==> config.mk <==
export PLATFORM = sky130hd
export DESIGN_NAME = bounded_sorted_list_engine_core
export DESIGN_NICKNAME = d
export VERILOG_FILES = /design/src/rtl/bsle_pkg.sv /design/src/rtl/bounded_sorted_list_engine_core.sv /design/src/rtl/bsle_cell.sv
export VERILOG_INCLUDE_DIRS = /design/src /design/src/rtl
export SDC_FILE = /design/constraint.sdc
export NUM_CORES = 2
export LEC_CHECK = 0
export BUFFER_PORTS_ARGS = -buffer_cell sky130_fd_sc_hd__buf_2
export CAP_MARGIN = 20
export CORE_MARGIN = 5
export CORE_UTILIZATION = 37
export CTS_BUF_LIST = sky130_fd_sc_hd__clkbuf_8
export DETAILED_ROUTE_END_ITERATION = 6
export PLACE_DENSITY = 0.52
export SLEW_MARGIN = 20
export SYNTH_ARGS = -nofsm -noshare
export SYNTH_HDL_FRONTEND = slang
export SYNTH_HIERARCHICAL = 1
export SYNTH_SLANG_ARGS = --single-unit
==> constraint.sdc <==
create_clock -name i_clk -period 17.53 [get_ports i_clk]
set_clock_uncertainty 0.2 [all_clocks]
set_input_delay 3.506 -clock i_clk [delete_from_list [all_inputs] [get_ports i_clk]]
set_output_delay 3.506 -clock i_clk [all_outputs]
set_load 0.01 [all_outputs]
==> src/rtl/bounded_sorted_list_engine_core_macros.svh <==
// Assertion macros for the bounded sorted list engine.
// Included by the modules that carry assertions; depends on nothing else.
`ifndef BOUNDED_SORTED_LIST_ENGINE_CORE_MACROS_SVH
`define BOUNDED_SORTED_LIST_ENGINE_CORE_MACROS_SVH
`ifndef ASSERT_OFF
// Same-cycle implication, sampled on the rising clock edge outside reset.
`define BSLE_ASSERT_NOW(lbl, clk, rst_n, ante, cons, msg) \
    lbl: assert property (@(posedge clk) disable iff (!rst_n) (ante) |-> (cons)) \
        else $error(msg);
// Next-cycle implication, sampled on the rising clock edge outside reset.
`define BSLE_ASSERT_NEXT(lbl, clk, rst_n, ante, cons, msg) \
    lbl: assert property (@(posedge clk) disable iff (!rst_n) (ante) |=> (cons)) \
        else $error(msg);
`else
`define BSLE_ASSERT_NOW(lbl, clk, rst_n, ante, cons, msg)
`define BSLE_ASSERT_NEXT(lbl, clk, rst_n, ante, cons, msg)
`endif
`endif

==> src/rtl/bsle_pkg.sv <==
// Shared constants, codes and types of the bounded sorted list engine.
// Used by bsle_cell and bounded_sorted_list_engine_core; depends on nothing.
`timescale 1ns / 1ps

package bsle_pkg;

    // Default sizes and fixed port widths.
    localparam int DEPTH_DEF       = 16;
    localparam int VALUE_WIDTH_DEF = 32;
    localparam int PORT_VW         = 32;
    localparam int COUNT_W         = 5;
    localparam int MODE_W          = 3;
    localparam int STATUS_W        = 2;

    typedef logic [MODE_W-1:0]   t_mode;
    typedef logic [STATUS_W-1:0] t_status;

    // Operation codes.
    localparam t_mode MODE_INS_HEAD = 3'd0;
    localparam t_mode MODE_INS_TAIL = 3'd1;
    localparam t_mode MODE_RM_HEAD  = 3'd2;
    localparam t_mode MODE_RM_TAIL  = 3'd3;
    localparam t_mode MODE_INS_SORT = 3'd4;
    localparam t_mode MODE_RM_VALUE = 3'd5;
    localparam t_mode MODE_CLEAR    = 3'd6;

    // Status codes.
    localparam t_status ST_OK        = 2'd0;
    localparam t_status ST_FULL      = 2'd1;
    localparam t_status ST_EMPTY     = 2'd2;
    localparam t_status ST_NOT_FOUND = 2'd3;

    // Control handed from the sequencer to every cell.
    typedef struct packed {
        t_mode mode;
        logic  ins_en;
        logic  rm_en;
    } t_cell_ctl;

endpackage

==> src/rtl/bounded_sorted_list_engine_core.sv <==
// Bounded sorted list engine: a chain of DEPTH cells holding an ordered list.
// The result strobe is registered and follows the shift and read-out steps.
// A new item is taken only after the shift and read-out steps; busy is high during them.
// The receiver cannot stall; results appear for one cycle on o_valid.
// Reset (synchronous, active low) empties the list; cell contents are kept.
`timescale 1ns / 1ps

`include "bounded_sorted_list_engine_core_macros.svh"

module bounded_sorted_list_engine_core #(
    parameter int DEPTH       = bsle_pkg::DEPTH_DEF,
    parameter int VALUE_WIDTH = bsle_pkg::VALUE_WIDTH_DEF
) (
    input  logic                           i_clk,
    input  logic                           i_rst_n,
    input  logic                           start,
    output logic                           busy,
    input  logic [bsle_pkg::MODE_W-1:0]    i_mode,
    input  logic [bsle_pkg::PORT_VW-1:0]   i_value,
    output logic                           o_valid,
    output logic [bsle_pkg::STATUS_W-1:0]  o_status,
    output logic [bsle_pkg::PORT_VW-1:0]   o_head_value,
    output logic [bsle_pkg::PORT_VW-1:0]   o_tail_value,
    output logic [bsle_pkg::COUNT_W-1:0]   o_count
);

    localparam int CW = $clog2(DEPTH+1);
    localparam int PVW = bsle_pkg::PORT_VW;

    localparam logic [1:0] S_IDLE  = 2'd0;
    localparam logic [1:0] S_APPLY = 2'd1;
    localparam logic [1:0] S_RES   = 2'd2;

    logic [1:0]               r_state;
    logic [1:0]               n_state;
    bsle_pkg::t_mode          r_mode;
    logic [VALUE_WIDTH-1:0]   r_value;
    logic [CW-1:0]            r_count;
    logic [CW-1:0]            n_count;
    bsle_pkg::t_status        r_status;
    bsle_pkg::t_status        n_status;
    logic                     r_o_valid;
    bsle_pkg::t_status        r_o_status;
    logic [PVW-1:0]           r_o_head;
    logic [PVW-1:0]           r_o_tail;
    logic [bsle_pkg::COUNT_W-1:0] r_o_count;

    logic                     w_accept;
    logic [VALUE_WIDTH-1:0]   w_in_value;
    bsle_pkg::t_cell_ctl      w_ctl;
    logic                     w_full;
    logic                     w_empty;
    logic                     w_is_ins;
    logic                     w_is_rm;
    logic                     w_found;
    logic [VALUE_WIDTH-1:0]   w_data [DEPTH];
    logic [VALUE_WIDTH-1:0]   w_prev [DEPTH];
    logic [VALUE_WIDTH-1:0]   w_next [DEPTH];
    logic                     w_before [DEPTH];
    logic                     w_after  [DEPTH];
    logic [VALUE_WIDTH-1:0]   w_head;
    logic [VALUE_WIDTH-1:0]   w_tail;
    logic [PVW-1:0]           w_head_port;
    logic [PVW-1:0]           w_tail_port;

    assign w_accept = start && !busy;
    assign busy     = r_state != S_IDLE;

    // Bring the port value to the stored width, and stored values back to the port.
    generate
        if (VALUE_WIDTH <= PVW) begin : g_in_narrow
            assign w_in_value = i_value[VALUE_WIDTH-1:0];
        end else begin : g_in_wide
            assign w_in_value = {{(VALUE_WIDTH-PVW){i_value[PVW-1]}}, i_value};
        end
        if (VALUE_WIDTH >= PVW) begin : g_out_wide
            assign w_head_port = w_head[PVW-1:0];
            assign w_tail_port = w_tail[PVW-1:0];
        end else begin : g_out_narrow
            assign w_head_port = {{(PVW-VALUE_WIDTH){w_head[VALUE_WIDTH-1]}}, w_head};
            assign w_tail_port = {{(PVW-VALUE_WIDTH){w_tail[VALUE_WIDTH-1]}}, w_tail};
        end
    endgenerate

    // Classify the operation and gate it on fill level.
    assign w_full   = r_count == CW'(DEPTH);
    assign w_empty  = r_count == '0;
    assign w_is_ins = (r_mode == bsle_pkg::MODE_INS_HEAD) || (r_mode == bsle_pkg::MODE_INS_TAIL)
                   || (r_mode == bsle_pkg::MODE_INS_SORT);
    assign w_is_rm  = (r_mode == bsle_pkg::MODE_RM_HEAD) || (r_mode == bsle_pkg::MODE_RM_TAIL)
                   || (r_mode == bsle_pkg::MODE_RM_VALUE);

    always_comb begin
        w_ctl.mode   = r_mode;
        w_ctl.ins_en = (r_state == S_APPLY) && w_is_ins && !w_full;
        w_ctl.rm_en  = (r_state == S_APPLY) && w_is_rm && !w_empty;
    end

    // Wire the chain: data passes to both neighbours, the match flag ripples down.
    genvar gi;
    generate
        for (gi = 0; gi < DEPTH; gi++) begin : g_cell
            if (gi == 0) begin : g_first
                assign w_prev[gi]   = '0;
                assign w_before[gi] = 1'b0;
            end else begin : g_mid
                assign w_prev[gi]   = w_data[gi-1];
                assign w_before[gi] = w_after[gi-1];
            end
            if (gi == DEPTH-1) begin : g_last
                assign w_next[gi] = '0;
            end else begin : g_inner
                assign w_next[gi] = w_data[gi+1];
            end

            bsle_cell #(
                .DEPTH       (DEPTH),
                .VALUE_WIDTH (VALUE_WIDTH),
                .INDEX       (gi)
            ) u_cell (
                .i_clk       (i_clk),
                .i_cap       (w_accept),
                .i_cmp_value (w_in_value),
                .i_ins_value (r_value),
                .i_ctl       (w_ctl),
                .i_count     (r_count),
                .i_prev_data (w_prev[gi]),
                .i_next_data (w_next[gi]),
                .i_before    (w_before[gi]),
                .o_after     (w_after[gi]),
                .o_data      (w_data[gi])
            );
        end
    endgenerate

    assign w_found = w_after[DEPTH-1];

    // Status and new fill level of the operation being applied.
    always_comb begin
        n_status = bsle_pkg::ST_OK;
        n_count  = r_count;
        if (w_is_ins) begin
            if (w_full) begin
                n_status = bsle_pkg::ST_FULL;
            end else begin
                n_count = r_count + CW'(1);
            end
        end else if (w_is_rm) begin
            if (w_empty) begin
                n_status = bsle_pkg::ST_EMPTY;
            end else if ((r_mode == bsle_pkg::MODE_RM_VALUE) && !w_found) begin
                n_status = bsle_pkg::ST_NOT_FOUND;
            end else begin
                n_count = r_count - CW'(1);
            end
        end else if (r_mode == bsle_pkg::MODE_CLEAR) begin
            n_count = '0;
        end
    end

    // Head is the first cell; tail is picked out of the chain by position.
    always_comb begin
        w_head = w_empty ? '0 : w_data[0];
        w_tail = '0;
        for (int k = 0; k < DEPTH; k++) begin
            if (!w_empty && (CW'(k) == (r_count - CW'(1)))) begin
                w_tail = w_tail | w_data[k];
            end
        end
    end

    // Sequencer: accept, apply the shift, then read out the result.
    always_comb begin
        unique case (r_state)
            S_IDLE:  n_state = w_accept ? S_APPLY : S_IDLE;
            S_APPLY: n_state = S_RES;
            S_RES:   n_state = S_IDLE;
            default: n_state = S_IDLE;
        endcase
    end

    always_ff @(posedge i_clk) begin
        if (!i_rst_n) begin
            r_state   <= S_IDLE;
            r_count   <= '0;
            r_o_valid <= 1'b0;
        end else begin
            r_state   <= n_state;
            r_o_valid <= r_state == S_RES;
            if (r_state == S_APPLY) begin
                r_count <= n_count;
            end
        end
    end

    // Payload registers need no reset.
    always_ff @(posedge i_clk) begin
        if (w_accept) begin
            r_mode  <= i_mode;
            r_value <= w_in_value;
        end
        if (r_state == S_APPLY) begin
            r_status <= n_status;
        end
        if (r_state == S_RES) begin
            r_o_status <= r_status;
            r_o_head   <= w_head_port;
            r_o_tail   <= w_tail_port;
            r_o_count  <= r_count[bsle_pkg::COUNT_W-1:0];
        end
    end

    assign o_valid      = r_o_valid;
    assign o_status     = r_o_status;
    assign o_head_value = r_o_head;
    assign o_tail_value = r_o_tail;
    assign o_count      = r_o_count;

    // An accepted item always moves the sequencer on to the shift step.
    `BSLE_ASSERT_NEXT(a_accept_applies, i_clk, i_rst_n, w_accept, r_state == S_APPLY,
                      "accepted item did not reach the shift step")
    // The read-out step is always followed by a result strobe.
    `BSLE_ASSERT_NEXT(a_res_strobes, i_clk, i_rst_n, r_state == S_RES, o_valid,
                      "result strobe missing after read-out")
    // The fill level never exceeds the number of cells.
    `BSLE_ASSERT_NOW(a_count_bound, i_clk, i_rst_n, 1'b1, r_count <= CW'(DEPTH),
                     "fill level beyond depth")
    // A dropped insert is only reported when the list is full.
    `BSLE_ASSERT_NOW(a_full_status, i_clk, i_rst_n,
                     o_valid && (o_status == bsle_pkg::ST_FULL), r_count == CW'(DEPTH),
                     "full status with free cells")
    // An empty no-op is only reported when the list is empty.
    `BSLE_ASSERT_NOW(a_empty_status, i_clk, i_rst_n,
                     o_valid && (o_status == bsle_pkg::ST_EMPTY), r_count == '0,
                     "empty status with stored items")

endmodule

==> src/rtl/bsle_cell.sv <==
// One storage cell of the list chain: holds one element, compares it with the
// operand and shifts towards either neighbour. Depends on bsle_pkg.
`timescale 1ns / 1ps

module bsle_cell #(
    parameter int DEPTH       = bsle_pkg::DEPTH_DEF,
    parameter int VALUE_WIDTH = bsle_pkg::VALUE_WIDTH_DEF,
    parameter int INDEX       = 0
) (
    input  logic                     i_clk,
    input  logic                     i_cap,
    input  logic [VALUE_WIDTH-1:0]   i_cmp_value,
    input  logic [VALUE_WIDTH-1:0]   i_ins_value,
    input  bsle_pkg::t_cell_ctl      i_ctl,
    input  logic [$clog2(DEPTH+1)-1:0] i_count,
    input  logic [VALUE_WIDTH-1:0]   i_prev_data,
    input  logic [VALUE_WIDTH-1:0]   i_next_data,
    input  logic                     i_before,
    output logic                     o_after,
    output logic [VALUE_WIDTH-1:0]   o_data
);

    localparam int CW = $clog2(DEPTH+1);
    localparam logic [CW-1:0] IDX_C = CW'(INDEX);

    logic [VALUE_WIDTH-1:0] r_data;
    logic [VALUE_WIDTH-1:0] n_data;
    logic                   r_gt;
    logic                   r_eq;
    logic                   w_valid;
    logic                   w_hit;
    logic                   w_at;

    // Compare against the operand when an item is taken in.
    always_ff @(posedge i_clk) begin
        if (i_cap) begin
            r_gt <= $signed(r_data) > $signed(i_cmp_value);
            r_eq <= r_data == i_cmp_value;
        end
    end

    assign w_valid = IDX_C < i_count;

    // Decide whether this cell is a candidate position for the operation.
    always_comb begin
        unique case (i_ctl.mode)
            bsle_pkg::MODE_INS_HEAD,
            bsle_pkg::MODE_RM_HEAD:  w_hit = IDX_C == '0;
            bsle_pkg::MODE_INS_TAIL: w_hit = IDX_C == i_count;
            bsle_pkg::MODE_RM_TAIL:  w_hit = IDX_C == (i_count - CW'(1));
            bsle_pkg::MODE_INS_SORT: w_hit = (w_valid && r_gt) || (IDX_C == i_count);
            bsle_pkg::MODE_RM_VALUE: w_hit = w_valid && r_eq;
            default:                 w_hit = 1'b0;
        endcase
    end

    // Only the first candidate along the chain is the position.
    assign w_at    = w_hit && !i_before;
    assign o_after = i_before || w_hit;

    // Shift from the left on insert, from the right on removal.
    always_comb begin
        n_data = r_data;
        if (i_ctl.ins_en) begin
            if (i_before) begin
                n_data = i_prev_data;
            end else if (w_at) begin
                n_data = i_ins_value;
            end
        end else if (i_ctl.rm_en) begin
            if (i_before || w_at) begin
                n_data = i_next_data;
            end
        end
    end

    always_ff @(posedge i_clk) begin
        r_data <= n_data;
    end

    assign o_data = r_data;

endmodule

==> impl_metrics.csv <==
group,metric,value,unit
grt,met2_usage,37.1,%
cts,clockBufferDepth,3,
grt,grt_pass1_vias,39400,
cts,clockRootBuffer,"clkbuf_8",
timing,slew_headroom,17.3,%
cells_and_area,finish.net_count,5796,
yosys,avgSynthCellArea,9.68,um^2
power,seqPwrFrac,45.8,%
yosys,ys_seq_area_share,39.4,%
grt,grt_usage,25.7,%
worst_setup_path,cp_slowest_cell,"a41o_2",
power,finalPower,4.16,mW
timing,hold_ws,342,ps
cts,worstSkewPairLatency,850,ps
detailed_routing,dr.pass1.iters,7,
power,cellPowerDensity,75.8,mW/mm^2
worst_setup_path,rr_startpoint,"r_count[1]",
min_path,holdPathEnd,"o_status[1]",
detailed_routing,wire_per_inst,26.7,um
place,globalplace.congestion,0.903,
timing,layout_setup_ws,5180,ps
yosys,syn-instance-count,5179,
yosys,synth_top_flop_cell,"edfxtp_1",
worst_setup_path,cp-end-kind,"flip-flop",
outcome,violations,"design-rule violations",
cells_and_area,final_area,0.0548,mm^2
die,die_y,378,um
worst_setup_path,crit_fanout,44,
timing,worst_pin_slew,1240,ps
worst_setup_path,r2r_end,"g_cell[15].u_cell/o_data[10]",
detailed_routing,vias,42300,
run,maxCapViolations,0,
place,dp_slack,5200,ps
yosys,async_flop_share,0,%
timing,fin_setup_tns,0,ps
die,start_util,37.1,%
min_path,hold_path.class,"reg2reg",
worst_setup_path,required,17790,ps
min_path,holdPathStages,0,
yosys,yosys.cell_types.count,99,
cts,cts_tree,"built",
power,p_int,2.85,mW
power,pwr-share-clk,35.8,%
detailed_routing,routed_via_density,5.94,
worst_setup_path,critPathMaxStageDelay,970,ps
power,pwr-share-comb,18.4,%
power,vdd_ir_drop_max,0.0000758,V
cts,cts_made_buffers,130,
die,core_region_area,0.135,mm^2
yosys,netlist_area,0.0501,mm^2
place,port_buffers,110,
cells_and_area,fin_util,40.6,%
die,fp-row-count,135,
cells_and_area,final-instance-count-excl-fill,7111,
cells_and_area,drive_above_1_share,8.92,%
worst_setup_path,cp.arrival,12610,ps
grt,antenna_found_initial,2,
detailed_routing,drt_iter0_drc,5048,
grt,met3_usage,5.27,%
cts,postCtsSetupBuffers,0,
grt,grt_first_pass_wirelength,274,mm
timing,period_share,70.5,%
detailed_routing,ant_nets,0,
grt,met1_usage,38.7,%
cts,clk_pin_slew_worst_paths,60,ps
timing,drv_slew,0,
place,dp.cells,6889,
place,placed_area,0.0525,mm^2
power,leakagePower,25.5,nW
worst_setup_path,worst-r2r-setup-slack,5180,ps
yosys,synth_edf_count,652,
grt,grt-busiest-layer,"met1",
worst_setup_path,path_class,"reg2reg",
worst_setup_path,cpMostUsedCell,"buf_4",
die,dieArea,0.143,mm^2
grt,grt_max_degree,226,
yosys,ys_ff_latch,660,
cts,htree_num_levels,4,
cells_and_area,syn2layout_area_growth,9.39,%
timing,fmax,80.9,MHz
die,io_pins,111,
power,swShare,31.6,%
grt,overflow,0,
power,power_switching,1.31,mW
yosys,synth_warnings,6,
timing,setup_violations,0,
cts,hold_buffers,0,
timing,hold_viol,0,
outcome,status,"finished with violations",
cts,postCtsResizedCells,0,
worst_setup_path,start_kind,"flip-flop",
timing,grt_setup_unrepaired,"no",
detailed_routing,drt-total-wl,190,mm
min_path,hp-start,"r_status[1]",
worst_setup_path,reg2reg_depth,30,
detailed_routing,drc,4,
die,fp.dieW,378,um
timing,finalCriticalPeriod,12350,ps
place,dpl.hpwl,137,mm
cts,cts_sinks,660,
layout make-up:
type / count / area (um^2)
flip-flops and latches: 660 / 19700
diodes: 2 / 5.00
inverters: 615 / 2310
well taps: 1781 / 2230
multi-input cells: 3679 / 27300
clock buffers: 142 / 1950
clock inverters: 78 / 373
fillers: 13300 / 80300
repair buffers: 154 / 918
worst max-delay path, delay by kind of cell (launching register included):
kind / cells / cell delay (ps)
flip-flops: 1 / 310
AO/OA/AOI/OAI: 21 / 7050
AND/OR/NAND/NOR: 2 / 1100
buffers and inverters: 7 / 3220
cells by family after synthesis:
logic type,Yosys count,share of synthesized area (%)
fa+ha+maj,518,12.9
other cells,1,0.00748
xor+xnor,2,0.0349
buf+inv,904,7.09
mux,523,10.5
flops,660,39.4
compound gates,1422,18.9
simple gates,1149,11.2
state kept, by name, summed over array words and instances, names as in the netlist:
signal and flops:
r_mode 3, r_count 5, g_cell.u_cell/r_eq 16, o_valid 1, g_cell.u_cell/o_data 512, o_status 2
o_count 5, r_status 2, r_state 2, o_tail_value 32, g_cell.u_cell/r_gt 16, o_head_value 32
r_value 32
worst max path at each step:
stage,startpoint,endpoint,slack (ps),cells after the start
6_report,r_count[1],g_cell[15].u_cell/o_data[10],5180,30
5_1_grt,r_count[1],g_cell[15].u_cell/o_data[18],4530,30
4_1_cts,r_count[1],g_cell[15].u_cell/o_data[18],5130,30
3_5_place_dp,r_count[1],g_cell[15].u_cell/o_data[4],5200,30
3_3_place_gp,r_count[1],g_cell[15].u_cell/o_data[5],5220,30
2_1_floorplan,r_count[4],g_cell[15].u_cell/o_data[0],8890,40
synth_stat cells (10+ instances only):
master,instances,share of area (%)
a211oi_1,12,0.18
nor2_1,573,4.3
o21ai_1,29,0.29
nand2b_1,20,0.25
nor4_1,18,0.22
inv_1,615,4.6
o21ai_0,82,0.82
nand3_1,54,0.54
a221o_1,10,0.20
ha_1,518,13
nand4_1,125,1.6
nor4b_1,34,0.59
a211o_1,37,0.65
a21oi_2,13,0.23
a22o_1,66,1.2
clkbuf_1,173,1.3
and4_1,17,0.30
nor3_1,23,0.23
nor2b_1,58,0.72
a221oi_2,38,1.1
or3_1,16,0.20
a311oi_1,32,0.56
a21o_1,55,0.82
o211a_1,14,0.28
buf_2,73,0.73
mux2i_1,519,10
nand2_1,146,1.1
edfxtp_1,652,39
o21a_1,23,0.34
a221oi_1,55,0.96
a22oi_1,66,0.99
a222oi_1,64,1.3
a21oi_1,730,7.3
buf_1,29,0.22
o31ai_1,12,0.18
placed cells by master, fill, tap and decap left out, types with 10 or more instances in the layout:
cell type and n:
a211o_1 37, a211oi_1 12, a21o_1 51, a21oi_1 729, a21oi_2 13, a221o_1 10
a221oi_1 55, a221oi_2 38, a222oi_1 64, a22o_1 66, a22oi_1 66, a311oi_1 32
and4_1 17, buf_2 110, buf_4 41, clkbuf_8 142, clkinv_1 19, clkinv_2 12
conb_1 65, edfxtp_1 652, ha_1 513, inv_1 657, mux2i_1 519, nand2_1 146
nand2b_1 20, nand3_1 54, nand4_1 125, nor2_1 571, nor2b_1 55, nor3_1 23
nor4_1 18, nor4b_1 34, o211a_1 14, o21a_2 19, o21ai_0 82, o21ai_1 25
o31ai_1 12, or3_1 16
power groups by stage:
stage	Combinational [mW]	Sequential, mW	Clock [mW]
global placement	0.738	1.93	0
detailed placement	0.752	1.93	0
floorplan	0.519	1.89	0
CTS	0.756	1.90	1.53
global route	0.833	1.91	1.59
finish	0.765	1.91	1.49
layer usage:
metal	share of wire (%)	vias up	routed length, um
li1	-	19400	-
met1	47	20600	88700
met2	41	2087	78400
met3	9.3	241	17600
met4	2.7	0	5200
met5	0	-	0
(Power assumes the default switching activity.)
